<file path="src/rtl/hitd_pkg.sv">
// Package for the instruction-to-text block: the queue record type,
// ASCII codes and the mnemonic tables. It depends on nothing else.
`default_nettype none

package hitd_pkg;

	// ASCII codes used by the text sequencer
	localparam logic [6:0] CH_AT   = 7'h40;
	localparam logic [6:0] CH_EQ   = 7'h3D;
	localparam logic [6:0] CH_SEMI = 7'h3B;
	localparam logic [6:0] CH_NL   = 7'h0A;
	localparam logic [6:0] CH_ZERO = 7'h30;
	localparam logic [6:0] CH_PAD  = 7'h20;

	// Up to three characters, first character at index 0
	typedef logic [2:0][6:0] chr3_t;

	typedef struct packed {
		logic [1:0] len;
		chr3_t      chr;
	} txt_t;

	// Classified item handed from the front to the back
	typedef struct packed {
		logic       is_addr;
		logic [14:0] value;
		logic [2:0] ndig;
		logic [2:0] dest;
		logic [1:0] comp_len;
		chr3_t      comp_chr;
		logic [2:0] jump;
	} hitd_rec_t;

	function automatic txt_t mk(input logic [1:0] n, input logic [7:0] c0,
			input logic [7:0] c1, input logic [7:0] c2);
		txt_t t;
		t.len    = n;
		t.chr[0] = c0[6:0];
		t.chr[1] = c1[6:0];
		t.chr[2] = c2[6:0];
		return t;
	endfunction

	// Comp mnemonic; length zero for codes outside the table
	function automatic txt_t comp_txt(input logic [6:0] code);
		txt_t t;
		case (code)
			7'h2A: t = mk(2'd1, "0", " ", " ");
			7'h3F: t = mk(2'd1, "1", " ", " ");
			7'h3A: t = mk(2'd2, "-", "1", " ");
			7'h0C: t = mk(2'd1, "D", " ", " ");
			7'h30: t = mk(2'd1, "A", " ", " ");
			7'h0D: t = mk(2'd2, "!", "D", " ");
			7'h31: t = mk(2'd2, "!", "A", " ");
			7'h0F: t = mk(2'd2, "-", "D", " ");
			7'h33: t = mk(2'd2, "-", "A", " ");
			7'h1F: t = mk(2'd3, "D", "+", "1");
			7'h37: t = mk(2'd3, "A", "+", "1");
			7'h0E: t = mk(2'd3, "D", "-", "1");
			7'h32: t = mk(2'd3, "A", "-", "1");
			7'h02: t = mk(2'd3, "D", "+", "A");
			7'h13: t = mk(2'd3, "D", "-", "A");
			7'h07: t = mk(2'd3, "A", "-", "D");
			7'h00: t = mk(2'd3, "D", "&", "A");
			7'h15: t = mk(2'd3, "D", "|", "A");
			7'h70: t = mk(2'd1, "M", " ", " ");
			7'h71: t = mk(2'd2, "!", "M", " ");
			7'h73: t = mk(2'd2, "-", "M", " ");
			7'h77: t = mk(2'd3, "M", "+", "1");
			7'h72: t = mk(2'd3, "M", "-", "1");
			7'h42: t = mk(2'd3, "D", "+", "M");
			7'h53: t = mk(2'd3, "D", "-", "M");
			7'h47: t = mk(2'd3, "M", "-", "D");
			7'h40: t = mk(2'd3, "D", "&", "M");
			7'h55: t = mk(2'd3, "D", "|", "M");
			default: t = mk(2'd0, " ", " ", " ");
		endcase
		return t;
	endfunction

	// Dest register names
	function automatic txt_t dest_txt(input logic [2:0] dest);
		txt_t t;
		case (dest)
			3'd1: t = mk(2'd1, "M", " ", " ");
			3'd2: t = mk(2'd1, "D", " ", " ");
			3'd3: t = mk(2'd2, "M", "D", " ");
			3'd4: t = mk(2'd1, "A", " ", " ");
			3'd5: t = mk(2'd2, "A", "M", " ");
			3'd6: t = mk(2'd2, "A", "D", " ");
			3'd7: t = mk(2'd3, "A", "M", "D");
			default: t = mk(2'd0, " ", " ", " ");
		endcase
		return t;
	endfunction

	// Jump conditions, always three characters when present
	function automatic txt_t jump_txt(input logic [2:0] jump);
		txt_t t;
		case (jump)
			3'd1: t = mk(2'd3, "J", "G", "T");
			3'd2: t = mk(2'd3, "J", "E", "Q");
			3'd3: t = mk(2'd3, "J", "G", "E");
			3'd4: t = mk(2'd3, "J", "L", "T");
			3'd5: t = mk(2'd3, "J", "N", "E");
			3'd6: t = mk(2'd3, "J", "L", "E");
			3'd7: t = mk(2'd3, "J", "M", "P");
			default: t = mk(2'd0, " ", " ", " ");
		endcase
		return t;
	endfunction

	// Weight of the digit at a position counted from one at the right
	function automatic logic [13:0] pow10(input logic [2:0] pos);
		logic [13:0] p;
		case (pos)
			3'd1: p = 14'd1;
			3'd2: p = 14'd10;
			3'd3: p = 14'd100;
			3'd4: p = 14'd1000;
			3'd5: p = 14'd10000;
			default: p = 14'd0;
		endcase
		return p;
	endfunction

endpackage

`default_nettype wire

</file>
<file path="src/rtl/hack_instruction_to_text.sv">
// Top level of the instruction-to-text block: front end, queue, back end.
// Depends on hitd_pkg, hitd_front, hitd_queue and hitd_back.
//
//   channel  | handshake              | payload
//   ---------+------------------------+--------------------------
//   input    | start high, busy low   | instruction_word[15:0]
//   result   | strobe high, one cycle | out_char[6:0], last_char
//
// An item yields 1 to 12 characters, one per cycle; the next item follows with no
// gap when it is already waiting in the queue.
// An item is queued, then loaded by the sequencer, which registers its output.
// busy is high while the queue of QDEPTH classified items is full.
// Reset clears the queue and the sequencer; results cannot be stalled.
`default_nettype none

module hack_instruction_to_text #(
	parameter int QDEPTH = 2
) (
	input  wire logic        clk,
	input  wire logic        arst_n,
	input  wire logic        start,
	output logic             busy,
	input  wire logic [15:0] instruction_word,
	output logic             strobe,
	output logic [6:0]       out_char,
	output logic             last_char
);
	import hitd_pkg::*;

	hitd_rec_t push_rec;
	hitd_rec_t head_rec;
	logic      push;
	logic      pop;
	logic      full;
	logic      empty;

	hitd_front u_front (
		.start            (start),
		.full             (full),
		.instruction_word (instruction_word),
		.busy             (busy),
		.push             (push),
		.push_rec         (push_rec)
	);

	hitd_queue #(
		.DEPTH (QDEPTH)
	) u_queue (
		.clk      (clk),
		.arst_n   (arst_n),
		.push     (push),
		.push_rec (push_rec),
		.pop      (pop),
		.head_rec (head_rec),
		.full     (full),
		.empty    (empty)
	);

	hitd_back u_back (
		.clk       (clk),
		.arst_n    (arst_n),
		.empty     (empty),
		.head_rec  (head_rec),
		.pop       (pop),
		.strobe    (strobe),
		.out_char  (out_char),
		.last_char (last_char)
	);

endmodule

`default_nettype wire

</file>
<file path="src/rtl/hitd_front.sv">
// Front end: accepts instruction words and classifies them into queue records.
// Depends on hitd_pkg for the record type and the comp table.
`default_nettype none

module hitd_front (
	input  wire logic              start,
	input  wire logic              full,
	input  wire logic [15:0]       instruction_word,
	output logic                   busy,
	output logic                   push,
	output hitd_pkg::hitd_rec_t    push_rec
);
	import hitd_pkg::*;

	txt_t        comp_t;
	logic [14:0] val;

	assign busy = full;
	assign push = start && !full;
	assign val  = instruction_word[14:0];
	assign comp_t = comp_txt(instruction_word[12:6]);

	// Classify: form, digit count, resolved comp mnemonic
	always_comb begin
		push_rec.is_addr  = !instruction_word[15];
		push_rec.value    = val;
		if (val < 15'd10) begin
			push_rec.ndig = 3'd1;
		end else if (val < 15'd100) begin
			push_rec.ndig = 3'd2;
		end else if (val < 15'd1000) begin
			push_rec.ndig = 3'd3;
		end else if (val < 15'd10000) begin
			push_rec.ndig = 3'd4;
		end else begin
			push_rec.ndig = 3'd5;
		end
		push_rec.dest     = instruction_word[5:3];
		push_rec.comp_len = comp_t.len;
		push_rec.comp_chr = comp_t.chr;
		push_rec.jump     = instruction_word[2:0];
	end

endmodule

`default_nettype wire

</file>
<file path="src/rtl/hitd_queue.sv">
// Short queue of classified items between the front and back ends.
// Depends on hitd_pkg for the record type.
`default_nettype none

module hitd_queue #(
	parameter int DEPTH = 2
) (
	input  wire logic              clk,
	input  wire logic              arst_n,
	input  wire logic              push,
	input  wire hitd_pkg::hitd_rec_t push_rec,
	input  wire logic              pop,
	output hitd_pkg::hitd_rec_t    head_rec,
	output logic                   full,
	output logic                   empty
);
	import hitd_pkg::*;

	localparam int PW = (DEPTH > 1) ? $clog2(DEPTH) : 1;
	localparam int CW = $clog2(DEPTH + 1);

	hitd_rec_t       mem_q [DEPTH];
	logic [PW-1:0]   wr_q;
	logic [PW-1:0]   rd_q;
	logic [CW-1:0]   cnt_q;

	assign full     = (cnt_q == CW'(DEPTH));
	assign empty    = (cnt_q == '0);
	assign head_rec = mem_q[rd_q];

	// Store pushed items
	always_ff @(posedge clk) begin
		if (push) begin
			mem_q[wr_q] <= push_rec;
		end
	end

	// Advance pointers and count
	always_ff @(posedge clk or negedge arst_n) begin
		if (!arst_n) begin
			wr_q  <= '0;
			rd_q  <= '0;
			cnt_q <= '0;
		end else begin
			if (push) begin
				wr_q <= (wr_q == PW'(DEPTH - 1)) ? '0 : wr_q + 1'b1;
			end
			if (pop) begin
				rd_q <= (rd_q == PW'(DEPTH - 1)) ? '0 : rd_q + 1'b1;
			end
			if (push && !pop) begin
				cnt_q <= cnt_q + 1'b1;
			end else if (pop && !push) begin
				cnt_q <= cnt_q - 1'b1;
			end
		end
	end

endmodule

`default_nettype wire

</file>
<file path="src/rtl/hitd_back.sv">
// Back end: walks the text segments of one item and emits a character a cycle.
// Depends on hitd_pkg for the record type, ASCII codes and name tables.
`default_nettype none

module hitd_back (
	input  wire logic              clk,
	input  wire logic              arst_n,
	input  wire logic              empty,
	input  wire hitd_pkg::hitd_rec_t head_rec,
	output logic                   pop,
	output logic                   strobe,
	output logic [6:0]             out_char,
	output logic                   last_char
);
	import hitd_pkg::*;

	typedef enum logic [3:0] {
		S_IDLE, S_DEST, S_EQ, S_COMP, S_SEMI, S_JUMP, S_AT, S_DIG, S_NL
	} state_t;

	state_t      state_q;
	state_t      after_eq;
	state_t      first_st;
	hitd_rec_t   rec_q;
	logic [1:0]  idx_q;
	logic [2:0]  pos_q;
	logic [14:0] rem_q;
	logic [6:0]  ch;
	logic        seg_done;
	logic [13:0] pw;
	logic [3:0]  digit;
	logic [17:0] sub;
	txt_t        dest_t;
	txt_t        jump_t;

	assign dest_t = dest_txt(rec_q.dest);
	assign jump_t = jump_txt(rec_q.jump);
	assign pw     = pow10(pos_q);

	// Extract the leading digit: count multiples of the weight not above the rest
	always_comb begin
		digit = '0;
		for (int k = 1; k <= 9; k++) begin
			if ({3'b000, rem_q} >= 18'(k) * {4'b0000, pw}) begin
				digit = 4'(k);
			end
		end
		sub = {14'b0, digit} * {4'b0000, pw};
	end

	// Segment that follows the dest part
	always_comb begin
		if (rec_q.comp_len != 2'd0) begin
			after_eq = S_COMP;
		end else if (rec_q.jump != 3'd0) begin
			after_eq = S_SEMI;
		end else begin
			after_eq = S_NL;
		end
	end

	// First segment of the item at the queue head
	always_comb begin
		if (head_rec.is_addr) begin
			first_st = S_AT;
		end else if (head_rec.dest != 3'd0) begin
			first_st = S_DEST;
		end else if (head_rec.comp_len != 2'd0) begin
			first_st = S_COMP;
		end else if (head_rec.jump != 3'd0) begin
			first_st = S_SEMI;
		end else begin
			first_st = S_NL;
		end
	end

	// Character of the current cycle and end of segment
	always_comb begin
		ch       = CH_NL;
		seg_done = 1'b1;
		case (state_q)
			S_DEST: begin
				ch       = dest_t.chr[idx_q];
				seg_done = (idx_q == dest_t.len - 2'd1);
			end
			S_EQ:   ch = CH_EQ;
			S_COMP: begin
				ch       = rec_q.comp_chr[idx_q];
				seg_done = (idx_q == rec_q.comp_len - 2'd1);
			end
			S_SEMI: ch = CH_SEMI;
			S_JUMP: begin
				ch       = jump_t.chr[idx_q];
				seg_done = (idx_q == 2'd2);
			end
			S_AT:   ch = CH_AT;
			S_DIG: begin
				ch       = CH_ZERO + {3'b000, digit};
				seg_done = (pos_q == 3'd1);
			end
			S_NL:   ch = CH_NL;
			default: ch = CH_PAD;
		endcase
	end

	assign pop = (state_q == S_IDLE || state_q == S_NL) && !empty;

	// Hold state and registered outputs
	always_ff @(posedge clk or negedge arst_n) begin
		if (!arst_n) begin
			state_q   <= S_IDLE;
			strobe    <= 1'b0;
			last_char <= 1'b0;
			out_char  <= '0;
			rec_q     <= '0;
			rem_q     <= '0;
			idx_q     <= '0;
			pos_q     <= '0;
		end else begin
			strobe    <= (state_q != S_IDLE);
			last_char <= (state_q == S_NL);
			out_char  <= ch;
			if (pop) begin
				rec_q   <= head_rec;
				rem_q   <= head_rec.value;
				pos_q   <= head_rec.ndig;
				idx_q   <= '0;
				state_q <= first_st;
			end else begin
				idx_q <= seg_done ? 2'd0 : idx_q + 2'd1;
				if (state_q == S_DIG) begin
					rem_q <= rem_q - sub[14:0];
					pos_q <= pos_q - 3'd1;
				end
				if (seg_done) begin
					case (state_q)
						S_DEST: state_q <= S_EQ;
						S_EQ:   state_q <= after_eq;
						S_COMP: state_q <= (rec_q.jump != 3'd0) ? S_SEMI : S_NL;
						S_SEMI: state_q <= S_JUMP;
						S_JUMP: state_q <= S_NL;
						S_AT:   state_q <= S_DIG;
						S_DIG:  state_q <= S_NL;
						S_NL:   state_q <= S_IDLE;
						default: state_q <= S_IDLE;
					endcase
				end
			end
		end
	end

endmodule

`default_nettype wire

</file>
<file path="config.mk">
export PLATFORM = sky130hd
export DESIGN_NAME = hack_instruction_to_text
export DESIGN_NICKNAME = d
export VERILOG_FILES = /design/src/rtl/hitd_pkg.sv /design/src/rtl/hack_instruction_to_text.sv /design/src/rtl/hitd_front.sv /design/src/rtl/hitd_queue.sv /design/src/rtl/hitd_back.sv
export SDC_FILE = /design/constraint.sdc
export NUM_CORES = 1
export LEC_CHECK = 0
export ABC_AREA = 1
export BUFFER_PORTS_ARGS = -buffer_cell sky130_fd_sc_hd__buf_2
export CORE_MARGIN = 3
export CORE_UTILIZATION = 33
export CTS_CLUSTER_DIAMETER = 40
export DETAILED_ROUTE_END_ITERATION = 12
export PLACE_DENSITY = 0.58
export SYNTH_ARGS = -nofsm -noshare
export SYNTH_HDL_FRONTEND = slang
export SYNTH_SLANG_ARGS = --single-unit
export TNS_END_PERCENT = 5
</file>
<file path="constraint.sdc">
create_clock -name clk -period 9.3 [get_ports clk]
set_input_delay 1.86 -clock clk [delete_from_list [all_inputs] [get_ports clk]]
set_output_delay 1.86 -clock clk [all_outputs]
set_load 0.05 [all_outputs]
</file>
Word-level counts from Yosys, hierarchy flattened
Memories as Yosys holds them, arrays and structs flattened.
Cells that the tools add are included.
W data, S select, Z words.
- flip-flop bits (word level): 66
- memory bits (writable): 96
- memory bits (read-only): 2688
- bits of input ports: 19
- memories kept: 2
- add/subtract/negate cells: 10
- multiply operators: 6
- $lt $le $gt $ge: 14
- eq/ne operators: 31
- muxes and demuxes: 45
- reduce and logical (&&, ||, !) cells: 22
- memory list (memory ; words ; width ; read ports ; clocked after Yosys merged registers in ; wr ports ; line ; text):
    (no name shown) ; 128 ; 21 ; 1 ; 0 ; 0 ; hitd_pkg.sv:47 ; case (code)
    u_queue.mem_q ; 2 ; 48 ; 1 ; 0 ; 1 ; hitd_queue.sv:22 ; hitd_rec_t mem_q [DEPTH];
- operators with widths (kind ; count):
    $pmux W23 S7 ; 1
    $pmux W21 S7 ; 1
    $pmux W14 S5 ; 1
    $ge A15 B17 Y1 ; 4
    $pmux W7 S8 ; 1
    $bmux W7 S2 ; 3
    $mux W4 ; 10
    $mul A3 B14 Y17 const A ; 2
    $ge A15 B16 Y1 ; 2
    $mul A2 B14 Y16 const A ; 2
    $eq A3 B3 Y1 const B ; 10
    $mux W15 ; 2
    $mux W3 ; 9
    $pmux W4 S6 ; 1
    $mux W7 ; 3
    $eq A3 B2 Y1 const B ; 6
    $ge A15 B18 Y1 ; 1
    $mul A4 B14 Y18 const A ; 1
    $eq A4 B3 Y1 const B ; 4
    $ge A15 B14 Y1 ; 1
    $ge A15 B15 Y1 ; 1
    $lt A15 B10 Y1 const B ; 1
    $lt A15 B14 Y1 const B ; 1
    $lt A15 B4 Y1 const B ; 1
    other kinds (27) ; 59

Logic depth before layout (Yosys ltp)
Gate-level depths: netlist of the first run.
- word-level depth: 16
- gate-level depth with buffers: 47
- depth with buffers taken out: 46

Cells and area by module
From an unflattened synthesis of the first run, not the netlist that was laid out.
- cell total of the unflattened synthesis: 1710
- area total of the unflattened synthesis: 14162.3 um^2
- by module, submodules not included (module ; times used ; cells an instance ; area an instance (um^2) ; sequential area each (um^2)):
    hitd_back ; 1 ; 1312 ; 9296.4 ; 1551.5
    hitd_queue ; 1 ; 174 ; 3716.1 ; 2982.9
    hitd_front ; 1 ; 224 ; 1149.9 ; 0.0

Worst setup path before layout of the first run
Ideal clock, no wire load.
- path kind: register to register
- start: register u_back.pos_q[1]
- end: register u_back.rem_q[10]
- arrival: 8.518 ns
- path slack: 0.718 ns
- cell stages (with the launch flop): 47
- path buffers: 1
- period minus slack after synthesis: 8.582 ns
- path through: dfrtp_1 -> inv_1 -> ha_1 -> nand2_2 -> buf_6 -> ha_1 -> nor2_1 -> nor2_1 -> inv_1 -> fa_1 -> ha_1 -> a21oi_1 -> inv_1 -> a31oi_1 -> nor2_1 -> o21ai_0 -> nand2_1 -> nand2_1 -> [... 11 more ...] -> nor2_1 -> fa_1 -> inv_1 -> fa_1 -> inv_1 -> fa_1 -> inv_1 -> ha_1 -> nand2_1 -> o21ai_0 -> a21oi_1 -> or2_2 -> nand2_1 -> a21oi_1 -> or2_2 -> nand3_1 -> o211ai_1 -> inv_1
- word-level cells in the longest chain between the ends: 16
- ends and longest elaborated chain (element ; line ; text):
    start, declared ; hitd_back.sv:26 ; logic [2:0] pos_q;
    start signal, assigned ; hitd_back.sv:126 ; pos_q <= head_rec.ndig;
    start signal, assigned ; hitd_back.sv:133 ; pos_q <= pos_q - 3'd1;
    $eq A3 B3 Y1 (tied with other cells) ; hitd_pkg.sv:116 ; case (pos)
    $pmux W14 S5 (*) ; hitd_pkg.sv:116 ;
    parallel branches: the longest is 10 deep, another holds $mul A2 B14 Y16 ; - ;
    $mul A4 B14 Y15 (*) ; hitd_back.sv:48 ; sub = {14'b0, digit} * {4'b0000, pw};
    $sub A15 B15 Y15 (*) ; hitd_back.sv:132 ; rem_q <= rem_q - sub[14:0];
    $mux W15 (*) ; hitd_back.sv:131 ; if (state_q == S_DIG) begin
    $mux W15 (*) ; hitd_back.sv:123 ; if (pop) begin
    end signal, assigned ; hitd_back.sv:125 ; rem_q <= head_rec.value;
    end signal, assigned ; hitd_back.sv:132 ;
    end, declared ; hitd_back.sv:27 ; logic [14:0] rem_q;
Every way passes the cells marked *. The select of a mux whose other input is x is not followed.
A chain may end at the register's enable or synchronous reset.

Worst setup path after layout of the first run
- start: register u_back.pos_q[0]
- end: register u_back.rem_q[14]
Same word-level chain as after synthesis.

==> results of run 1 <==
==> timing repair <==
action / in CTS / in global routing
endpoints found under the setup margin: 0 / 7
resized for setup: 0 / 5
hold endpoints to repair: 0 / 0
buffers inserted: 0 / 5
==> worst reg2reg max path: cells and delay by family (launching register included) <==
family,cells,cell delay (ns)
adder cells (fa/ha/maj),9,3.51
AND/OR/NAND/NOR,16,1.98
AO/OA/AOI/OAI,11,1.60
buffers and inverters,9,0.76
flip-flops,1,0.41
XOR/XNOR,1,0.17
==> final cells by class <==
class                           count  area (um^2)  area share
Multi-Input combinational cell   1189         7780       0.545
Sequential cell                   144         4000       0.280
Inverter                          254          957      0.0670
Tap cell                          511          639      0.0448
Clock buffer                       17          425      0.0298
Timing Repair Buffer               47          283      0.0198
Clock inverter                     15          193      0.0135
==> routing by layer <==
metal / vias to the layer above / global-route usage
met4: 0 / 0.0516
met5: - / 0
met2: 301 / 0.292
li1: 5475 / -
met3: 56 / 0.0201
met1: 5208 / 0.241
==> through the flow <==
stage	utilization	hold slack [ns]	instances
finish	0.376	0.479	2177
floorplan	-	0.446	1614
global route	0.376	0.491	2177
CTS	0.374	0.483	2172
global placement	0.358	0.463	2140
detailed placement	0.358	0.467	2140
==> cells in the final DEF (no fill, tap or decap), types with 12 or more instances in the layout <==
cell type    n
nand4_1     32
dfrtp_1     64
o21ai_0     75
ha_1       167
edfxtp_1    80
nand2_1    319
o31ai_1     22
nor3_1      13
buf_4       19
xor2_1      19
xnor2_1     12
a21oi_1    103
clkbuf_16   17
nor2_1     195
inv_1      240
nand3_1     61
fa_1        43
buf_2       28
==> cells in the mapped netlist, types with 3 or more instances <==
| cell type | instances |
|---|---|
| ha_1 | 167 |
| o2111ai_1 | 6 |
| nand2_1 | 321 |
| a21o_1 | 7 |
| inv_1 | 241 |
| xnor2_1 | 12 |
| a31oi_1 | 7 |
| inv_2 | 8 |
| o31ai_1 | 22 |
| o21bai_1 | 5 |
| o21ai_1 | 4 |
| buf_2 | 7 |
| nor4_1 | 4 |
| mux2i_1 | 6 |
| a211oi_1 | 4 |
| o21ai_2 | 3 |
| clkinv_1 | 3 |
| o22ai_1 | 3 |
| edfxtp_1 | 80 |
| dfrtp_1 | 64 |
| xor2_1 | 19 |
| nor2_2 | 5 |
| nor3_1 | 13 |
| nand2_2 | 5 |
| or2_2 | 9 |
| o21ai_0 | 76 |
| clkbuf_1 | 16 |
| o211ai_1 | 10 |
| a21oi_1 | 104 |
| nand4_1 | 32 |
| o221ai_1 | 9 |
| nor2_1 | 197 |
| nand3_1 | 61 |
| nand3b_1 | 3 |
| fa_1 | 43 |
| a22oi_1 | 5 |
==> path summary, 6_finish.rpt <==
kind / start / slack, ns / endpoint
setup reg to reg: u_back.pos_q[0] / 0.76 / u_back.rem_q[14]
hold reg to reg: u_back.rec_q[14] / 0.48 / u_back.rec_q[14]
setup / recovery: u_back.pos_q[0] / 0.76 / u_back.rem_q[14]
hold / removal: u_back.rec_q[14] / 0.48 / u_back.rec_q[14]
max in group asynchronous: arst_n / 7.08 / u_back.rec_q[3]
min in group asynchronous: arst_n / 1.64 / u_back.strobe
==> logic make-up (layout without fill, tap and decap cells) <==
kind of cell,count (synthesis),after routing,synth area share
compound gates,279,279,0.129
xor+xnor,31,31,0.0212
fa+ha+maj,210,210,0.230
buf+inv,281,333,0.0846
flops,144,144,0.312
mux,6,6,0.00468
other cells,1,1,0.000292
simple gates,662,662,0.218
==> sequential cells by signal, summed over array words and instances (netlist names) <==
signal / count
u_back.last_char: 1
u_back.state_q: 4
u_queue.rd_q: 1
u_queue.cnt_q: 2
u_back.rem_q: 15
u_back.rec_q: 27
u_back.out_char: 7
u_queue.mem_q: 80
u_back.strobe: 1
u_queue.wr_q: 1
u_back.idx_q: 2
u_back.pos_q: 3
==> impl_results.md, run 1 <==
* Synth Cell Area at between 0.01 and 0.015 mm^2
* CP peak stage delay at around 0.59 ns
* Final worst-path setup slack at between 0.7 and 0.8 ns
* Die Width at around 200 um
* Core area at 0.0380 mm^2
* Num CTS Buffers at 17
* Metal-1 WL at about 16,000 um
* Highest metal used: met4
* RD Place Congestion at 0.935
* Gr usage total at 0.175
* Worst min path class: reg2reg
* Worst Path Required at roughly 9.6 ns
* Clock Tree Root: clkbuf_16
* Buf/Inv on CP at 9
* Die H at 203 um
* Arr. time, crit path at 8.86 ns
* Worst reg2reg path depth at 46
* IO buf count at 28
* Drt pass-1 iters at 5
* Max Freq at about 120 MHz
* Rows at 71
* CTS tree: yes
* Startpoint types: flip-flop
* Status: finished, final reports clean
* Post-detail-place hpwl at ~28,000 um
* Met2 WL post-DR at ~17,000 um
* Congestion Overflow GR at 0
* Worst Tran Pin Value at around 0.88 ns
* Top delay family on crit path: adder cells
* DR WL/cell at about 17 um
* Worst Setup End Kind: flip-flop
* Setup tns final at 0 ns
* Crit path top cell by count: inv_1
* Skew final at about 0.008 ns
* Async S/R FF share, synth at 0.444
* Post-synthesis cell count at roughly 1,600
* H-tree lvl count at 4
* Clk sink count at between 100 and 150
* Initial Util at 0.338
* Worst Path Class, Setup: reg2reg
* Hold buffers post-CTS at 0
* Mapped Nets at 1,843
* Worst slack, placed at about 0.54 ns
* Post-synthesis cell type count at 60
* Fin area at 0.0143 mm^2
* RSZ-0062 raised after global routing: false
* Area grow syn2layout at 11.2%
* Count of pins over their slew limit at 0
* Vias in the first global route at ~11,000
* Seq/Total Area, Yosys at 0.312
* Post-synth EDFFs at 80
* ANT cells at 0
* Share of the synthesized area in the top cell type at 0.187
* Hold path depth at 2
* Iteration-0 DRC Markers at approximately 770
* Skew-Pair Late Insertion Delay at roughly 0.42 ns
* Initial antenna violation count at 0
* Met3 WL at between 1500 and 2000 um
* Ports at 29
* Final Cycle Share at 0.918
* CP Depth at 46
* Final hold vios at 0
* Maxcap violations at 0
* Slowest cell on crit path: fa_1
* Slew headroom at 0.411
* Largest net degree at the start of global routing at between 60 and 70
* Vias per Instance at slightly above 5
* Area after DPL at about 0.014 mm^2
* Final Setup Violations at 0
* Fillers at approximately 4,000
* Yosys reg bits at ~140
* Fin crit period at 8.54 ns
* Primary FF master, synth: edfxtp_1
* Routed WL at ~36,000 um
* Clock Pin Slew Worst Setup and Hold Paths at 0.06 ns
* Antenna viol nets, final at 0
* Area contributors post-synth: edfxtp_1, ha_1, dfrtp_1
* Die area at between 0.04 and 0.05 mm^2
* Via count at 11,040
* DRC viols at 0
* Syn_area_per_cell at slightly below 8 um^2
* First-pass GRT wire length at slightly below 60,000 um
* Post-synth top area cell: edfxtp_1
* Layout cells sized above 1 at 0.0756
* Largest fanout on the critical path at 8
* Synth Warn # at 0
* Clk buf depth at 2
* Final #Nets at 1,882
Power of run 1 is left out: the tool's default activity adds up to more than one toggle a clock period on the data nets, which glitch-free logic cannot reach.
==> run 2, diff against run 1 <==
- SYNTH_HIERARCHICAL: not set -> 1
==> run 2 against run 1 <==
Net effect: synthesized area up 10%; via count grew 4.7%; flip-flop and latch count rose by 18; critical path depth fell by 5; sequential share of layout area increased by 1.5 points; core utilization down 1.2 points; count of clock-buffer cells in the layout unchanged; critical path type unchanged.
==> impl_results.md, run 2 <==
* Clock Tree Root: clkbuf_16
* Synth Area in Compound Gates at 0.0929 (-0.0362)
* Largest fanout on the critical path at 13 (+5)
* WHS at 0.478 ns (-0.00125 ns)
* Final hold vios at 0 (unchanged)
* Synth cell count leaders: nand2_1, inv_1, ha_1
* Final Cycle Share at 0.915 (-0.00277)
* Max Freq at 117 MHz (+0.30%)
* Post-Synth XOR/XNOR Area at 0.0235 (+0.00235)
* Vias per Instance at 5.09 (+0.41%)
* Top reg by flops: u_queue/mem_q
* Slowest cell on crit path: fa_1
* Drt pass-1 iters at 5 (unchanged)
* Clk sink count at 162 (+13%)
* CP peak stage delay at 0.52 ns (-0.07 ns)
* Core area at 0.0421 mm^2 (+11%)
* Worst Tran Pin Value at 0.893 ns (+0.00870 ns)
* DR WL/cell at 17.0 um (+2.7%)
* Count leader, synth: nand2_1
* Startpoint types: flip-flop
* Crit path launch: u_back/pos_q[0]
* Skew-Pair Late Insertion Delay at 0.43 ns (about the same)
* Setup tns final at 0 ns (unchanged)
* Worst Path Class, Setup: reg2reg
* Post-synth EDFFs at 96 (+20%)
* Adder-Cell Fraction of Synth Area at 0.208 (-0.0217)
* Sequential cell area at 0.00454 mm^2 (+13%)
* Die area at 0.0454 mm^2 (+10%)
* Mux contribution to synthesized area at 0.0408 (+0.0361)
* Post-synthesis cell count at 1,710 (+5.9%)
* Post-detail-place hpwl at 29,100 um (+5.6%)
* Die Width at 213 um (+4.9%)
* Slew headroom at 0.405 (-0.00580)
* R2r endpoint: u_back/rem_q[11]
* Worst min path class: reg2reg
* Crit path top cell by count: inv_1
* Routed WL at 38,600 um (+7.1%)
* Num CTS Buffers at 17 (unchanged)
* Die H at 213 um (+4.9%)
* Simple-gate share of the synthesized area at 0.220 (+0.00190)
* Multi-input logic area at 0.00832 mm^2 (+7.0%)
* Synth Warn # at 6 (+6)
* Antenna viol nets, final at 0 (unchanged)
* Layout cells sized above 1 at 0.105 (+0.0290)
* Async S/R FF share, synth at 0.407 (-0.0370)
* Post-CTS resize count at 0 (unchanged)
* Area grow syn2layout at 8.28%
* Synth Cell Area at 0.0142 mm^2 (+10%)
* Largest regs: u_queue/mem_q (96), u_back/rec_q (29), u_back/rem_q (15)
* Yosys reg bits at 162 (+13%)
* Seq/Total Area, Yosys at 0.320 (+0.00825)
* Primary FF master, synth: edfxtp_1
* RD Place Congestion at 0.927 (-0.84%)
* Syn_area_per_cell at 8.28 um^2 (+4.1%)
* Congestion Overflow GR at 0 (unchanged)
* Clock Pin Slew Worst Setup and Hold Paths at 0.07 ns (about the same)
* Share of the synthesized area in the top cell type at 0.204 (+0.0164)
* ANT cells at 0 (unchanged)
* Largest family of logic cells by synthesized area: simple AND/OR/NAND/NOR gates
* Skew final at 0.0104 ns (+0.00253 ns)
* Commonest non-fill, non-tap cell in the layout: nand2_1
* Worst reg2reg path depth at 41 (-11%)
* Fillers at 4,335 (+9.6%)
* Max FFs per register at 96 (+20%)
* Iteration-0 DRC Markers at 824 (+7.4%)
* H-tree lvl count at 4 (unchanged)
* Internal reg-to-reg setup slack at 0.79 ns (+0.03 ns)
* Final Setup Violations at 0 (unchanged)
* Via count at 11,554 (+4.7%)
* Fin crit period at 8.51 ns (-0.0258 ns)
* Final #Nets at 1,947 (+3.5%)
* Status: finished, final reports clean
* Area contributors post-synth: edfxtp_1, ha_1, dfrtp_1
* Rows at 75 (+5.6%)
* Maxcap violations at 0 (unchanged)
* First-pass GRT wire length at 62,200 um (+7.1%)
* Count of pins over their slew limit at 0 (unchanged)
* Vias in the first global route at 11,412 (+6.5%)
* Ports at 29 (unchanged)
* CTS tree: yes
* Post-synthesis cell type count at 64 (+6.7%)
* Initial antenna violation count at 1 (+1)
* Hold path depth at 2 (unchanged)
* Clk buf depth at 2 (unchanged)
* Hold buffers post-CTS at 0 (unchanged)
* Most frequent cells in the layout: nand2_1, inv_1, ha_1
* Worst Setup End Kind: flip-flop
* Gr usage total at 0.174 (-0.000877)
* Setup Fix Bufs, Post-CTS at 0 (unchanged)
* RSZ-0062 raised after global routing: false
* IO buf count at 28 (unchanged)
* Worst Path Required at 9.58 ns (-0.04 ns)
* Arr. time, crit path at 8.79 ns (-0.07 ns)
* CP endpoint: u_back/rem_q[11]
* Post-synth top area cell: edfxtp_1
* RR Startpoint: u_back/pos_q[0]
* Largest net degree at the start of global routing at 67 (+3.1%)
* DRC viols at 0 (unchanged)
* Initial Util at 0.336 (-0.00148)
==> run 2: changes by cell type in the layout (fill, tap and decap cells not counted), sizes merged, moves of 6 or more <==
cell,before,now
nand2,328,419
nor2,204,148
mux2,0,48
nand3,63,83
o31ai,22,2
edfxtp,80,96
a21oi,105,91
o21ai,83,70
nand4,32,43
mux2i,6,0
or2,10,4
xor2,19,25
==> run 2: cells by family after synthesis <==
kind of cell,after synthesis
multiplexers,48
buffers and inverters,306
other,2
AO/OA/AOI/OAI,225
flip-flops,162
AND/OR/NAND/NOR,718
XOR/XNOR,38
adder cells (fa/ha/maj),211
==> run 2: critical path, delay by kind of cell (launching register included) <==
family,cells,cell delay (ns)
compound gates,12,1.70
buf+inv,7,0.69
flops,1,0.40
simple gates,11,1.90
xor+xnor,1,0.14
fa+ha+maj,10,3.55
==> run 2: worst min path at each step <==
stage                           startpoint          endpoint
final                      u_back/rec_q[9]   u_back/rec_q[9]
after floorplan           u_back/rec_q[21]  u_back/rec_q[21]
after CTS                  u_back/rec_q[9]   u_back/rec_q[9]
after global routing       u_back/rec_q[6]   u_back/rec_q[6]
after detailed placement   u_back/rec_q[6]   u_back/rec_q[6]
after global placement    u_back/rec_q[19]  u_back/rec_q[19]
==> run 2: area by class of cell <==
cell class / instances / share of cell area
Clock buffer: 17 / 0.0277
Timing Repair Buffer: 43 / 0.0166
Clock inverter: 15 / 0.0120
Sequential cell: 162 / 0.296
Inverter: 250 / 0.0613
Tap cell: 539 / 0.0440
Multi-Input combinational cell: 1243 / 0.543
==> run 2: per-stage QoR <==
stage          utilization  instances  area [um^2]  worst slack [ns]
2_1_floorplan            -       1711        14200              1.32
3_3_place_gp         0.349       2237        14700              1.03
3_5_place_dp         0.349       2237        14700             0.918
4_1_cts              0.364       2269        15300             0.870
5_1_grt              0.364       2269        15300            0.0392
6_report             0.364       2269        15300             0.788
==> run 2: metal layers <==
metal / track usage / routed length [um] / vias up
met2: 0.284 / 17500 / 319
met4: 0.0472 / 928 / 2
met3: 0.0269 / 1900 / 60
met1: 0.243 / 18300 / 5472
li1: - / - / 5701
met5: 0 / 7 / -
Power of run 2 is left out for the same reason.
==> run 3, diff against run 2 <==
- CORE_MARGIN: 3 -> 2
==> run 3 against run 2 <==
Net effect: core utilization is 0.080 points lower; fmax increased by 0.48%; flip-flop and latch count unchanged; critical path depth is the same; die area fell by 1.9%; cell area decreased by 0.22%; highest routed layer unchanged; global-route usage about the same; sequential share of layout area increased by 0.065 points; register-to-register slack improved by 0.04 ns; first-iteration DRC count decreased by 14%; critical endpoint unchanged.
==> impl_results.md, run 3 (synthesis gave the netlist of run 2 again) <==
* Status: finished, final reports clean
* Worst slack, placed at 0.892 ns (-0.0262 ns)
* HP Start: u_back/rec_q[22]
* Slew headroom at 0.316 (-0.0886)
* Largest fanout on the critical path at 13 (unchanged)
* Core area at 0.0421 mm^2 (unchanged)
* Skew final at 0.0106 ns (+0.000167 ns)
* Hold path depth at 2 (unchanged)
* Ports at 29 (unchanged)
* Layout cells sized above 1 at 0.104 (-0.000518)
* Via count at 11,478 (-0.66%)
* Drt pass-1 iters at 5 (unchanged)
* R2r endpoint: u_back/rem_q[11]
* Top delay family on crit path: adder cells
* CP peak stage delay at 0.53 ns (about the same)
* CTS tree: yes
* Final worst-path setup slack at 0.829 ns (+0.0410 ns)
* Gr usage total at 0.175 (about the same)
* Area grow syn2layout at 8.04%
* Worst reg2reg path depth at 41 (unchanged)
* Hold buffers post-CTS at 0 (unchanged)
* Post-CTS resize count at 0 (unchanged)
* Largest regs: u_queue/mem_q (96), u_back/rec_q (29), u_back/rem_q (15)
* Worst Tran Pin Value at 1.02 ns (+0.129 ns)
* Clock Pin Slew Worst Setup and Hold Paths at 0.07 ns (about the same)
* Iteration-0 DRC Markers at 709 (-14%)
* Final #Nets at 1,946 (-0.051%)
* Setup Fix Bufs, Post-CTS at 0 (unchanged)
* Die Width at 211 um (-0.94%)
* Min-Delay Endpoint: u_back/rec_q[22]
* First-pass GRT wire length at 61,100 um (-1.8%)
* Fin crit period at 8.47 ns (-0.0410 ns)
* Max Freq at 118 MHz (+0.48%)
* Most frequent cells in the layout: nand2_1, inv_1, ha_1
* Final hold vios at 0 (unchanged)
* DRC viols at 0 (unchanged)
* Post-detail-place hpwl at 28,500 um (-2.1%)
* RSZ-0062 raised after global routing: false
* Die area at 0.0446 mm^2 (-1.9%)
* Worst Path Class, Setup: reg2reg
* Max FFs per register at 96 (unchanged)
* Rows at 75 (unchanged)
* Placed Cells incl. Taps at 2,236 (-0.045%)
* Startpoint types: flip-flop
* Final Setup Violations at 0 (unchanged)
* Fillers at 4,339 (+0.092%)
* RD Place Congestion at 0.920 (-0.80%)
* Antenna viol nets, final at 0 (unchanged)
* Slowest cell on crit path: fa_1
* Worst Path Required at 9.58 ns (about the same)
* Internal reg-to-reg setup slack at 0.83 ns (+0.04 ns)
* H-tree lvl count at 4 (unchanged)
* RR Startpoint: u_back/pos_q[0]
* ANT cells at 0 (unchanged)
* Non-Filler Instances at 2,268 (-0.044%)
* WHS at 0.479 ns (+0.00104 ns)
* Clk sink count at 162 (unchanged)
* Initial antenna violation count at 1 (unchanged)
* Final Cycle Share at 0.911 (-0.00441)
* Vias per Instance at 5.06 (-0.61%)
* Vias in the first global route at 11,023 (-3.4%)
* Commonest non-fill, non-tap cell in the layout: nand2_1
* Worst Setup End Kind: flip-flop
* Clock Tree Root: clkbuf_16
* Num CTS Buffers at 17 (unchanged)
* Skew-Pair Late Insertion Delay at 0.43 ns (about the same)
* Routed WL at 37,700 um (-2.3%)
* Congestion Overflow GR at 0 (unchanged)
* Arr. time, crit path at 8.75 ns (-0.04 ns)
* Largest net degree at the start of global routing at 67 (unchanged)
* IO buf count at 28 (unchanged)
* Crit path top cell by count: inv_1
* Worst min path class: reg2reg
* Clk buf depth at 2 (unchanged)
* Initial Util at 0.336 (unchanged)
* DR WL/cell at 16.6 um (-2.2%)
* Sequential cell area at 0.00454 mm^2 (unchanged)
* Multi-input logic area at 0.00832 mm^2 (unchanged)
* Maxcap violations at 0 (unchanged)
* Buf/Inv on CP at 8 (+1)
* Setup tns final at 0 ns (unchanged)
* Top reg by flops: u_queue/mem_q
* Count of pins over their slew limit at 0 (unchanged)
* Die H at 211 um (-0.94%)
==> run 3: changes by cell type in the layout (fill, tap and decap cells not counted) <==
cell,change
clkinv_4,+1
clkinv_8,-2
clkinv_2,+1
inv_12,-1
buf_4,-1
inv_6,+1
==> run 3: worst max-delay path by stage <==
stage                         start                to  cells after the start  slack (ns)
global route        u_back/pos_q[0]  u_back/rem_q[11]                     41        0.07
finish              u_back/pos_q[0]  u_back/rem_q[11]                     41        0.83
global placement    u_back/pos_q[1]  u_back/rem_q[10]                     42        1.17
detailed placement  u_back/pos_q[0]  u_back/rem_q[11]                     41        0.89
floorplan           u_back/pos_q[0]  u_back/rem_q[11]                     42        1.32
CTS                 u_back/pos_q[0]  u_back/rem_q[11]                     41        0.84
==> run 3: tightest hold or removal path, cell delays in order (launching register included) <==
cell and delay [ns]:
dfrtp_1 0.35, nand2_1 0.06, nand2_1 0.05
==> run 3: per-layer routing <==
layer,share of wire,GRT usage,up-vias
li1,-,-,5694
met3,0.053,0.0169,58
met1,0.48,0.252,5408
met2,0.44,0.276,316
met5,0.00019,0,-
met4,0.023,0.0517,2
==> run 3: area by class of cell <==
type                    instances  share of cell area
flip-flops and latches        162               0.296
well taps                     539              0.0441
repair buffers                 42              0.0162
clock buffers                  17              0.0278
multi-input cells            1243               0.544
inverters                     250              0.0614
clock inverters                15              0.0103
==> run 3: per-stage QoR <==
step	area (um^2)	util
6_report	15300	0.363
5_1_grt	15300	0.363
4_1_cts	15300	0.363
3_5_place_dp	14700	0.349
3_3_place_gp	14700	0.349
2_1_floorplan	14200	-
Power of run 3 is left out for the same reason.
